`src/sv/caf_pkg.sv`:
```
// ----------------------------------------------------------------------------
// caf_pkg
// Shared types and constants for the ALU and flag unit: operation codes,
// decoded operation classes, flag positions and the queue entry format.
// ----------------------------------------------------------------------------
package caf_pkg;

  typedef enum logic [4:0] {
    F_ADC = 5'd0,  F_SBC = 5'd1,  F_AND = 5'd2,  F_ORA = 5'd3,
    F_EOR = 5'd4,  F_BIT = 5'd5,  F_CMP = 5'd6,  F_CPX = 5'd7,
    F_CPY = 5'd8,  F_LDA = 5'd9,  F_LDX = 5'd10, F_LDY = 5'd11,
    F_LAX = 5'd12, F_ASL = 5'd13, F_LSR = 5'd14, F_ROL = 5'd15,
    F_ROR = 5'd16, F_INC = 5'd17, F_DEC = 5'd18, F_DCP = 5'd19,
    F_ISB = 5'd20, F_SLO = 5'd21, F_SRE = 5'd22, F_RLA = 5'd23,
    F_RRA = 5'd24, F_STA = 5'd25, F_STX = 5'd26, F_STY = 5'd27,
    F_CLF = 5'd28, F_SEF = 5'd29
  } func_t;

  // memory-side modify step
  typedef enum logic [2:0] {
    PRE_NONE, PRE_ASL, PRE_LSR, PRE_ROL, PRE_ROR, PRE_INC, PRE_DEC
  } pre_op_t;

  // register-side step, applied to the (possibly modified) byte
  typedef enum logic [3:0] {
    POST_NONE, POST_ADC, POST_SBC, POST_AND, POST_ORA, POST_EOR, POST_BIT,
    POST_CMP, POST_LD, POST_ST, POST_CLF, POST_SEF
  } post_op_t;

  typedef enum logic [1:0] {
    REG_A, REG_X, REG_Y, REG_AX
  } reg_sel_t;

  typedef struct packed {
    pre_op_t  pre;
    logic     pre_zn;
    post_op_t post;
    reg_sel_t reg_sel;
    logic     mem_wr;
  } dec_t;

  typedef struct packed {
    dec_t       dec;
    logic [7:0] operand;
    logic [2:0] fsel;
  } qent_t;

  localparam logic [2:0] FLAG_C = 3'd0;
  localparam logic [2:0] FLAG_Z = 3'd1;
  localparam logic [2:0] FLAG_V = 3'd6;
  localparam logic [2:0] FLAG_N = 3'd7;

  localparam logic [7:0] STATUS_RESET = 8'h24;

endpackage

```
`src/sv/caf_ifs.sv`:
```
// ----------------------------------------------------------------------------
// caf_ifs
// Request channels of the ALU and flag unit: operation in, result out.
// ----------------------------------------------------------------------------
interface caf_in_if;
  logic       valid;
  logic       ready;
  logic [4:0] func;
  logic [7:0] operand_byte;
  logic [2:0] flag_select;

  modport source(output valid, func, operand_byte, flag_select, input ready);
  modport sink(input valid, func, operand_byte, flag_select, output ready);
endinterface

interface caf_out_if;
  logic       valid;
  logic       ready;
  logic       write_enable;
  logic [7:0] write_data;
  logic [7:0] acc_value;
  logic [7:0] x_value;
  logic [7:0] y_value;
  logic [7:0] status_value;

  modport source(output valid, write_enable, write_data, acc_value, x_value,
                 y_value, status_value, input ready);
  modport sink(input valid, write_enable, write_data, acc_value, x_value,
               y_value, status_value, output ready);
endinterface

```
`src/sv/caf_front.sv`:
```
// ----------------------------------------------------------------------------
// caf_front
// Accepts requests and classifies the operation code into a modify step,
// a register step, a register select and a memory write flag.
// ----------------------------------------------------------------------------
module caf_front (
  caf_in_if.sink          in_ch,
  output logic            push_valid,
  input  logic            push_ready,
  output caf_pkg::qent_t  push_data
);

  caf_pkg::dec_t dec;

  always_comb begin
    dec.pre     = caf_pkg::PRE_NONE;
    dec.pre_zn  = 1'b0;
    dec.post    = caf_pkg::POST_NONE;
    dec.reg_sel = caf_pkg::REG_A;
    dec.mem_wr  = 1'b0;
    unique case (in_ch.func)
      caf_pkg::F_ADC: dec.post = caf_pkg::POST_ADC;
      caf_pkg::F_SBC: dec.post = caf_pkg::POST_SBC;
      caf_pkg::F_AND: dec.post = caf_pkg::POST_AND;
      caf_pkg::F_ORA: dec.post = caf_pkg::POST_ORA;
      caf_pkg::F_EOR: dec.post = caf_pkg::POST_EOR;
      caf_pkg::F_BIT: dec.post = caf_pkg::POST_BIT;
      caf_pkg::F_CMP: dec.post = caf_pkg::POST_CMP;
      caf_pkg::F_CPX: begin
        dec.post = caf_pkg::POST_CMP; dec.reg_sel = caf_pkg::REG_X;
      end
      caf_pkg::F_CPY: begin
        dec.post = caf_pkg::POST_CMP; dec.reg_sel = caf_pkg::REG_Y;
      end
      caf_pkg::F_LDA: dec.post = caf_pkg::POST_LD;
      caf_pkg::F_LDX: begin
        dec.post = caf_pkg::POST_LD; dec.reg_sel = caf_pkg::REG_X;
      end
      caf_pkg::F_LDY: begin
        dec.post = caf_pkg::POST_LD; dec.reg_sel = caf_pkg::REG_Y;
      end
      caf_pkg::F_LAX: begin
        dec.post = caf_pkg::POST_LD; dec.reg_sel = caf_pkg::REG_AX;
      end
      caf_pkg::F_ASL: begin
        dec.pre = caf_pkg::PRE_ASL; dec.pre_zn = 1'b1; dec.mem_wr = 1'b1;
      end
      caf_pkg::F_LSR: begin
        dec.pre = caf_pkg::PRE_LSR; dec.pre_zn = 1'b1; dec.mem_wr = 1'b1;
      end
      caf_pkg::F_ROL: begin
        dec.pre = caf_pkg::PRE_ROL; dec.pre_zn = 1'b1; dec.mem_wr = 1'b1;
      end
      caf_pkg::F_ROR: begin
        dec.pre = caf_pkg::PRE_ROR; dec.pre_zn = 1'b1; dec.mem_wr = 1'b1;
      end
      caf_pkg::F_INC: begin
        dec.pre = caf_pkg::PRE_INC; dec.pre_zn = 1'b1; dec.mem_wr = 1'b1;
      end
      caf_pkg::F_DEC: begin
        dec.pre = caf_pkg::PRE_DEC; dec.pre_zn = 1'b1; dec.mem_wr = 1'b1;
      end
      caf_pkg::F_DCP: begin
        dec.pre = caf_pkg::PRE_DEC; dec.post = caf_pkg::POST_CMP;
        dec.mem_wr = 1'b1;
      end
      caf_pkg::F_ISB: begin
        dec.pre = caf_pkg::PRE_INC; dec.post = caf_pkg::POST_SBC;
        dec.mem_wr = 1'b1;
      end
      caf_pkg::F_SLO: begin
        dec.pre = caf_pkg::PRE_ASL; dec.pre_zn = 1'b1;
        dec.post = caf_pkg::POST_ORA; dec.mem_wr = 1'b1;
      end
      caf_pkg::F_SRE: begin
        dec.pre = caf_pkg::PRE_LSR; dec.pre_zn = 1'b1;
        dec.post = caf_pkg::POST_EOR; dec.mem_wr = 1'b1;
      end
      caf_pkg::F_RLA: begin
        dec.pre = caf_pkg::PRE_ROL; dec.pre_zn = 1'b1;
        dec.post = caf_pkg::POST_AND; dec.mem_wr = 1'b1;
      end
      caf_pkg::F_RRA: begin
        dec.pre = caf_pkg::PRE_ROR; dec.pre_zn = 1'b1;
        dec.post = caf_pkg::POST_ADC; dec.mem_wr = 1'b1;
      end
      caf_pkg::F_STA: begin
        dec.post = caf_pkg::POST_ST; dec.mem_wr = 1'b1;
      end
      caf_pkg::F_STX: begin
        dec.post = caf_pkg::POST_ST; dec.reg_sel = caf_pkg::REG_X;
        dec.mem_wr = 1'b1;
      end
      caf_pkg::F_STY: begin
        dec.post = caf_pkg::POST_ST; dec.reg_sel = caf_pkg::REG_Y;
        dec.mem_wr = 1'b1;
      end
      caf_pkg::F_CLF: dec.post = caf_pkg::POST_CLF;
      caf_pkg::F_SEF: dec.post = caf_pkg::POST_SEF;
      default: ;
    endcase
  end

  assign push_valid        = in_ch.valid;
  assign in_ch.ready       = push_ready;
  assign push_data.dec     = dec;
  assign push_data.operand = in_ch.operand_byte;
  assign push_data.fsel    = in_ch.flag_select;

endmodule

```
`src/sv/caf_queue.sv`:
```
// ----------------------------------------------------------------------------
// caf_queue
// Two-entry request queue between the decode front and the execute back.
// ----------------------------------------------------------------------------
module caf_queue (
  input  logic            clk,
  input  logic            rst_n,
  input  logic            push_valid,
  output logic            push_ready,
  input  caf_pkg::qent_t  push_data,
  output logic            pop_valid,
  input  logic            pop_ready,
  output caf_pkg::qent_t  pop_data
);

  caf_pkg::qent_t mem_r [2];
  logic       wr_ptr_r, wr_ptr_nxt;
  logic       rd_ptr_r, rd_ptr_nxt;
  logic [1:0] count_r, count_nxt;
  logic       do_push, do_pop;

  assign push_ready = (count_r != 2'd2);
  assign pop_valid  = (count_r != 2'd0);
  assign pop_data   = mem_r[rd_ptr_r];
  assign do_push    = push_valid && push_ready;
  assign do_pop     = pop_valid && pop_ready;

  always_comb begin
    wr_ptr_nxt = wr_ptr_r ^ do_push;
    rd_ptr_nxt = rd_ptr_r ^ do_pop;
    count_nxt  = count_r + {1'b0, do_push} - {1'b0, do_pop};
  end

  always_ff @(posedge clk) begin
    if (!rst_n) begin
      wr_ptr_r <= 1'b0;
      rd_ptr_r <= 1'b0;
      count_r  <= 2'd0;
    end else begin
      wr_ptr_r <= wr_ptr_nxt;
      rd_ptr_r <= rd_ptr_nxt;
      count_r  <= count_nxt;
    end
  end

  always_ff @(posedge clk) begin
    if (do_push) begin
      mem_r[wr_ptr_r] <= push_data;
    end
  end

endmodule

```
`src/sv/caf_back.sv`:
```
// ----------------------------------------------------------------------------
// caf_back
// Execute stage: holds A, X, Y and the status flags, runs the modify and
// register steps of the queue head and registers the result.
// ----------------------------------------------------------------------------
module caf_back (
  input  logic            clk,
  input  logic            rst_n,
  input  logic            pop_valid,
  output logic            pop_ready,
  input  caf_pkg::qent_t  pop_data,
  caf_out_if.source       out_ch
);

  logic [7:0] acc_r, acc_nxt;
  logic [7:0] x_r, x_nxt;
  logic [7:0] y_r, y_nxt;
  logic [7:0] p_r, p_nxt;
  logic       ov_r;
  logic       we_r, we_nxt;
  logic [7:0] wd_r, wd_nxt;

  logic       fire;
  logic [7:0] m, mod, reg_v, addend, res;
  logic [8:0] sum;
  logic [8:0] diff;
  caf_pkg::dec_t dec;

  assign dec       = pop_data.dec;
  assign m         = pop_data.operand;
  assign pop_ready = !ov_r || out_ch.ready;
  assign fire      = pop_valid && pop_ready;

  always_comb begin
    acc_nxt = acc_r;
    x_nxt   = x_r;
    y_nxt   = y_r;
    p_nxt   = p_r;
    mod     = m;
    res     = 8'h00;

    case (dec.pre)
      caf_pkg::PRE_ASL: begin
        mod = {m[6:0], 1'b0};     p_nxt[caf_pkg::FLAG_C] = m[7];
      end
      caf_pkg::PRE_LSR: begin
        mod = {1'b0, m[7:1]};     p_nxt[caf_pkg::FLAG_C] = m[0];
      end
      caf_pkg::PRE_ROL: begin
        mod = {m[6:0], p_r[caf_pkg::FLAG_C]}; p_nxt[caf_pkg::FLAG_C] = m[7];
      end
      caf_pkg::PRE_ROR: begin
        mod = {p_r[caf_pkg::FLAG_C], m[7:1]}; p_nxt[caf_pkg::FLAG_C] = m[0];
      end
      caf_pkg::PRE_INC: mod = m + 8'd1;
      caf_pkg::PRE_DEC: mod = m - 8'd1;
      default: ;
    endcase
    if (dec.pre_zn) begin
      p_nxt[caf_pkg::FLAG_Z] = (mod == 8'h00);
      p_nxt[caf_pkg::FLAG_N] = mod[7];
    end

    case (dec.reg_sel)
      caf_pkg::REG_X: reg_v = x_r;
      caf_pkg::REG_Y: reg_v = y_r;
      default:        reg_v = acc_r;
    endcase

    addend = (dec.post == caf_pkg::POST_SBC) ? ~mod : mod;
    sum    = {1'b0, acc_r} + {1'b0, addend} + {8'h00, p_nxt[caf_pkg::FLAG_C]};
    diff   = {1'b0, reg_v} - {1'b0, mod};

    case (dec.post)
      caf_pkg::POST_ADC, caf_pkg::POST_SBC: begin
        acc_nxt = sum[7:0];
        p_nxt[caf_pkg::FLAG_C] = sum[8];
        p_nxt[caf_pkg::FLAG_V] = ~(acc_r[7] ^ addend[7]) & (acc_r[7] ^ sum[7]);
        res = sum[7:0];
      end
      caf_pkg::POST_AND: begin acc_nxt = acc_r & mod; res = acc_r & mod; end
      caf_pkg::POST_ORA: begin acc_nxt = acc_r | mod; res = acc_r | mod; end
      caf_pkg::POST_EOR: begin acc_nxt = acc_r ^ mod; res = acc_r ^ mod; end
      caf_pkg::POST_BIT: res = acc_r & mod;
      caf_pkg::POST_CMP: begin
        p_nxt[caf_pkg::FLAG_C] = !diff[8];
        res = diff[7:0];
      end
      caf_pkg::POST_LD: begin
        res = mod;
        case (dec.reg_sel)
          caf_pkg::REG_A:  acc_nxt = mod;
          caf_pkg::REG_X:  x_nxt = mod;
          caf_pkg::REG_Y:  y_nxt = mod;
          default: begin acc_nxt = mod; x_nxt = mod; end
        endcase
      end
      caf_pkg::POST_CLF: p_nxt[pop_data.fsel] = 1'b0;
      caf_pkg::POST_SEF: p_nxt[pop_data.fsel] = 1'b1;
      default: ;
    endcase

    case (dec.post)
      caf_pkg::POST_ADC, caf_pkg::POST_SBC, caf_pkg::POST_AND, caf_pkg::POST_ORA,
      caf_pkg::POST_EOR, caf_pkg::POST_BIT, caf_pkg::POST_CMP, caf_pkg::POST_LD: begin
        p_nxt[caf_pkg::FLAG_Z] = (res == 8'h00);
        p_nxt[caf_pkg::FLAG_N] = res[7];
      end
      default: ;
    endcase
    // BIT copies operand bits 7 and 6
    if (dec.post == caf_pkg::POST_BIT) begin
      p_nxt[caf_pkg::FLAG_V] = mod[6];
      p_nxt[caf_pkg::FLAG_N] = mod[7];
    end

    we_nxt = dec.mem_wr;
    if (!dec.mem_wr) begin
      wd_nxt = 8'h00;
    end else if (dec.post == caf_pkg::POST_ST) begin
      wd_nxt = reg_v;
    end else begin
      wd_nxt = mod;
    end
  end

  always_ff @(posedge clk) begin
    if (!rst_n) begin
      acc_r <= 8'h00;
      x_r   <= 8'h00;
      y_r   <= 8'h00;
      p_r   <= caf_pkg::STATUS_RESET;
      ov_r  <= 1'b0;
    end else begin
      if (fire) begin
        acc_r <= acc_nxt;
        x_r   <= x_nxt;
        y_r   <= y_nxt;
        p_r   <= p_nxt;
      end
      if (fire) begin
        ov_r <= 1'b1;
      end else if (out_ch.ready) begin
        ov_r <= 1'b0;
      end
    end
  end

  always_ff @(posedge clk) begin
    if (fire) begin
      we_r <= we_nxt;
      wd_r <= wd_nxt;
    end
  end

  assign out_ch.valid        = ov_r;
  assign out_ch.write_enable = we_r;
  assign out_ch.write_data   = wd_r;
  assign out_ch.acc_value    = acc_r;
  assign out_ch.x_value      = x_r;
  assign out_ch.y_value      = y_r;
  assign out_ch.status_value = p_r;

endmodule

```
`src/sv/cpu_alu_and_flag_unit.sv`:
```
// ----------------------------------------------------------------------------
// cpu_alu_and_flag_unit
// Binary-mode execute unit of an 8-bit processor with A, X, Y and status.
//
// in_ch carries one request per operation: code, memory byte and flag index.
// out_ch returns one result per request: memory write-back (enable, data)
// and A, X, Y and status after the operation, in request order.
// A request is decoded on acceptance and enters a two-entry queue; the
// execute stage takes the queue head, updates the registers and loads the
// result register in the same cycle. A request passes the queue entry and
// the result register on its way to result valid; one request per cycle is
// sustained while out_ch.ready stays high.
// When out_ch stalls, the result register holds, the queue fills and
// in_ch.ready drops once both entries are taken.
// Reset (rst_n low, synchronous) empties the queue and result register and
// sets A = X = Y = 0 and status = 0x24.
// ----------------------------------------------------------------------------
module cpu_alu_and_flag_unit (
  input  logic       clk,
  input  logic       rst_n,
  caf_in_if.sink     in_ch,
  caf_out_if.source  out_ch
);

  logic           push_valid, push_ready;
  logic           pop_valid, pop_ready;
  caf_pkg::qent_t push_data, pop_data;

  caf_front u_front (
    .in_ch      (in_ch),
    .push_valid (push_valid),
    .push_ready (push_ready),
    .push_data  (push_data)
  );

  caf_queue u_queue (
    .clk        (clk),
    .rst_n      (rst_n),
    .push_valid (push_valid),
    .push_ready (push_ready),
    .push_data  (push_data),
    .pop_valid  (pop_valid),
    .pop_ready  (pop_ready),
    .pop_data   (pop_data)
  );

  caf_back u_back (
    .clk       (clk),
    .rst_n     (rst_n),
    .pop_valid (pop_valid),
    .pop_ready (pop_ready),
    .pop_data  (pop_data),
    .out_ch    (out_ch)
  );

endmodule

```
`src/flat_wrapper.sv`:
```
// flat-port wrapper written by rule: the top's interface ports become plain ports
module cpu_alu_and_flag_unit_flat 
  (clk, rst_n, in_ch_valid, in_ch_func, in_ch_operand_byte, in_ch_flag_select, in_ch_ready, out_ch_valid, out_ch_write_enable, out_ch_write_data, out_ch_acc_value, out_ch_x_value, out_ch_y_value, out_ch_status_value, out_ch_ready);
  caf_in_if in_ch_i ();
  caf_out_if out_ch_i ();
  input  logic clk;
  input  logic rst_n;
  input wire logic [$bits(in_ch_i.valid)-1:0] in_ch_valid;
  input wire logic [$bits(in_ch_i.func)-1:0] in_ch_func;
  input wire logic [$bits(in_ch_i.operand_byte)-1:0] in_ch_operand_byte;
  input wire logic [$bits(in_ch_i.flag_select)-1:0] in_ch_flag_select;
  output wire logic [$bits(in_ch_i.ready)-1:0] in_ch_ready;
  output wire logic [$bits(out_ch_i.valid)-1:0] out_ch_valid;
  output wire logic [$bits(out_ch_i.write_enable)-1:0] out_ch_write_enable;
  output wire logic [$bits(out_ch_i.write_data)-1:0] out_ch_write_data;
  output wire logic [$bits(out_ch_i.acc_value)-1:0] out_ch_acc_value;
  output wire logic [$bits(out_ch_i.x_value)-1:0] out_ch_x_value;
  output wire logic [$bits(out_ch_i.y_value)-1:0] out_ch_y_value;
  output wire logic [$bits(out_ch_i.status_value)-1:0] out_ch_status_value;
  input wire logic [$bits(out_ch_i.ready)-1:0] out_ch_ready;
  assign in_ch_i.valid = in_ch_valid;
  assign in_ch_i.func = in_ch_func;
  assign in_ch_i.operand_byte = in_ch_operand_byte;
  assign in_ch_i.flag_select = in_ch_flag_select;
  assign in_ch_ready = in_ch_i.ready;
  assign out_ch_valid = out_ch_i.valid;
  assign out_ch_write_enable = out_ch_i.write_enable;
  assign out_ch_write_data = out_ch_i.write_data;
  assign out_ch_acc_value = out_ch_i.acc_value;
  assign out_ch_x_value = out_ch_i.x_value;
  assign out_ch_y_value = out_ch_i.y_value;
  assign out_ch_status_value = out_ch_i.status_value;
  assign out_ch_i.ready = out_ch_ready;
  cpu_alu_and_flag_unit u_core (.clk(clk), .rst_n(rst_n), .in_ch(in_ch_i), .out_ch(out_ch_i));
endmodule
```
`config.mk`:
```
export PLATFORM = sky130hd
export DESIGN_NAME = cpu_alu_and_flag_unit_flat
export DESIGN_NICKNAME = d
export VERILOG_FILES = /design/src/sv/caf_pkg.sv /design/src/sv/caf_ifs.sv /design/src/sv/caf_front.sv /design/src/sv/caf_queue.sv /design/src/sv/caf_back.sv /design/src/sv/cpu_alu_and_flag_unit.sv /design/src/flat_wrapper.sv
export SDC_FILE = /design/constraint.sdc
export NUM_CORES = 1
export LEC_CHECK = 0
export BUFFER_PORTS_ARGS = -buffer_cell sky130_fd_sc_hd__buf_2
export CORE_MARGIN = 4
export CORE_UTILIZATION = 54
export DETAILED_ROUTE_END_ITERATION = 12
export PLACE_DENSITY = 0.77
export SYNTH_ARGS = -nofsm -noshare
export SYNTH_HDL_FRONTEND = slang
export SYNTH_SLANG_ARGS = --single-unit
export TNS_END_PERCENT = 20
```
`constraint.sdc`:
```
create_clock -name clk -period 4.6 [get_ports clk]
set_input_delay 0.46 -clock clk [delete_from_list [all_inputs] [get_ports clk]]
set_output_delay 0.46 -clock clk [all_outputs]
set_load 0.01 [all_outputs]
```
==> impl_metrics.ini <==
[run_status]
status = complete, no violations

[cells_and_area]
post-route-util_pct = 64.6
diodes = 0
drive_gt1_share_pct = 22.4
nets = 816
syn_to_final_growth_pct = 16.7

[route]
firstDrtPassIters = 6
wirelength_um = 17000
route.detailed.drc = 0
drt_iter0_drc = 510
routedWlPerCell_um = 19.0
ant_nets = 0
avgViaCountPerCell = 6.19
route.vias.total = 5542

[floorplan]
pin_count = 63
die_y_um = 116
die_area_um2 = 13500
die_w_um = 116
rows = 39
start_util_pct = 55.3
core_region_area_um2 = 11400

[synthesis]
synth_area_leader_cell = edfxtp_1
ys_ff_latch = 91
ys_async_sr_fraction_pct = 0
ys_seq_area_share_pct = 37.2
synth_top_area_share_pct = 25.2
synthesis.area_um2 = 6320
synth_warnings = 0
synthTopCellsByArea = edfxtp_1 25%, dfxtp_1 12%, ha_1 8.7%, mux2i_1 3.5%, nor2_1 3.4%
synthFlopType = edfxtp_1
syn_nets = 735
syn_avg_cell_area_um2 = 9.47
postSynthCellCount = 667
synth_common_cells = 58 x nor2_1, 53 x edfxtp_1, 46 x nand2_1, 44 x ha_1, 43 x a21oi_1
synth_edf_count = 53
synthMostInstantiatedCell = nor2_1
yosys.cell_types.count = 78

[pwr]
power.total_uw = 5910
max-vdd-ir-drop_uv = 447
power-per-cell-area_nw_per_um2 = 802
p_leak_uw = 0.00311

[timing]
final.min_clock_period_ns = 4.51
final_hold_viol_count = 0
slew_violations = 0
max-slew-margin-rel_pct = 27.3
tightest_slew_ns = 1.08
rsz0062_at_grt = true
setup_slack_ns = 0.0861
max_freq_mhz = 222
skew_ns = 0.0118
finalCritPeriodShare_pct = 98.1
setup_viol = 0

[hold_path]
hold_class = in -> reg

[setup_path]
cp_top_family = simple AND/OR/NAND/NOR gates
cp-start-kind = register
ff2ff_path_depth = 18
cp_max_fo = 7
arrival_ns = 4.78
cp_num_buf_inv = 2
required_ns = 4.86
critPathKind = reg -> reg
crit_chain = buf_4 > mux2i_4 > nor3_4 > fa_2 > a211oi_4 > nor3b_2 > o31ai_2 > xnor2_1 > a221oi_2 > inv_2 > ha_1 > or4_4 > nor4_4 > o22ai_1 > or4_1 > nor4_1 > nand4_1 > o32ai_1
cp_num_cells = 18
r2r-end = u_core.u_back.out_ch.status_value[1]
max_stage_delay_ns = 0.54
reg2reg_slack_ns = 0.09
cp_slowest_cell = or4_4
worst_setup_path_end_kind = register
crit_end = u_core.u_back.out_ch.status_value[1]

[clocking]
cts_buffers = 9
clk_pin_slew_worst_paths_ns = 0.07
cts_tree = built
cts-root-buf = clkbuf_16
cts_setup_buffers = 0
cts_buffer_depth = 2
htreeDepth = 3
insertion_delay_ns = 0.35
clock_sinks = 91

[grt]
grt.total_usage_pct = 25.4
first_global_vias = 5119
antenna_found_initial = 0
grt_max_degree = 31
grt-ovfl-total = 0
grt_pass1_wl_um = 26700

[placement]
io_buffers = 62
gp_congestion = 0.949
dp_hpwl_um = 12900
dp_slack_ns = -0.0708

[flow_run]
max_cap_violations = 0
cells by family after synthesis:
logic type               after synthesis  share of synthesized area, %
buffers and inverters                 68                          4.50
AND/OR/NAND/NOR                      187                          14.3
adder cells (fa/ha/maj)               48                          9.98
multiplexers                          43                          7.65
XOR/XNOR                              28                          3.88
AO/OA/AOI/OAI                        202                          22.4
flip-flops                            91                          37.2
metrics by stage:
stage	setup TNS (ns)	instance area, um^2	hold slack [ns]	cells
6_report	0	7370	0.300	896
5_1_grt	-0.274	7370	0.291	896
4_1_cts	0	7330	0.293	896
3_5_place_dp	-0.0708	7000	0.482	880
3_3_place_gp	0	7000	0.471	880
2_1_floorplan	0	6350	0.481	667
where the power goes:
group / leakage, uW / internal (uW) / switching [uW] / total (uW)
Combinational: 0.00214 / 1700 / 2270 / 3970
Sequential: 0.000813 / 1060 / 126 / 1190
Clock: 0.000153 / 410 / 344 / 754
flip-flops by register name (all words and copies together), names as in the netlist, named ones only:
register                           cells
u_core.u_queue.wr_ptr_r                1
u_core.u_back.out_ch.valid             1
u_core.u_back.out_ch.write_data        8
u_core.u_back.out_ch.y_value           8
u_core.u_queue.rd_ptr_r                1
u_core.u_back.out_ch.x_value           8
u_core.u_queue.count_r                 2
u_core.u_back.out_ch.status_value      8
u_core.u_back.out_ch.acc_value         8
u_core.u_back.out_ch.write_enable      1
u_core.u_queue.mem_r                  44
layout make-up:
cell class              count  area [um^2]
clock inverters             6         55.1
clock buffers              10          250
fillers                   988         4050
well taps                 143          179
multi-input cells         508         3770
inverters                  37          139
repair buffers            101          619
flip-flops and latches     91         2360
placed cells by master (no fill, tap or decap), types with 11 or more instances in the layout:
| master | count |
|---|---|
| o21ai_0 | 33 |
| edfxtp_1 | 53 |
| ha_1 | 43 |
| nor2_1 | 58 |
| mux2_2 | 14 |
| buf_4 | 37 |
| mux2i_1 | 20 |
| nand2_1 | 46 |
| nand2b_1 | 11 |
| buf_2 | 62 |
| nor3_1 | 17 |
| xor2_1 | 12 |
| a211oi_1 | 15 |
| nor2b_1 | 12 |
| inv_1 | 34 |
| xnor2_1 | 16 |
| a21oi_1 | 43 |
| dfxtp_1 | 37 |
worst min path at each step:
stage	from	slack, ns	endpoint	depth (start not counted)
after global routing	in_ch_operand_byte[4]	0.29	u_core.u_queue.mem_r[1][7]	1
final	in_ch_flag_select[1]	0.30	u_core.u_queue.mem_r[1][1]	1
after global placement	u_core.u_back.out_ch.status_value[5]	0.47	u_core.u_back.out_ch.status_value[5]	2
after CTS	in_ch_operand_byte[6]	0.29	u_core.u_queue.mem_r[1][9]	1
after detailed placement	u_core.u_back.out_ch.status_value[5]	0.48	u_core.u_back.out_ch.status_value[5]	2
after floorplan	u_core.u_queue.rd_ptr_r	0.48	register	2
metal layers:
layer  track usage (%)  up-vias  share of wire, %
li1                  -     2652                 -
met1              34.7     2617                43
met2              42.1      243                48
met3              4.56       30               7.2
met4              6.11        0               1.9
met5                 0        -                 0
what timing repair did:
item / CTS / global route
hold buffers: 0 / 0
pin swaps: 2 / 5
endpoints found under the setup margin: 2 / 3
resized for setup: 5 / 12
No activity file was read; power rests on OpenSTA's default activity.
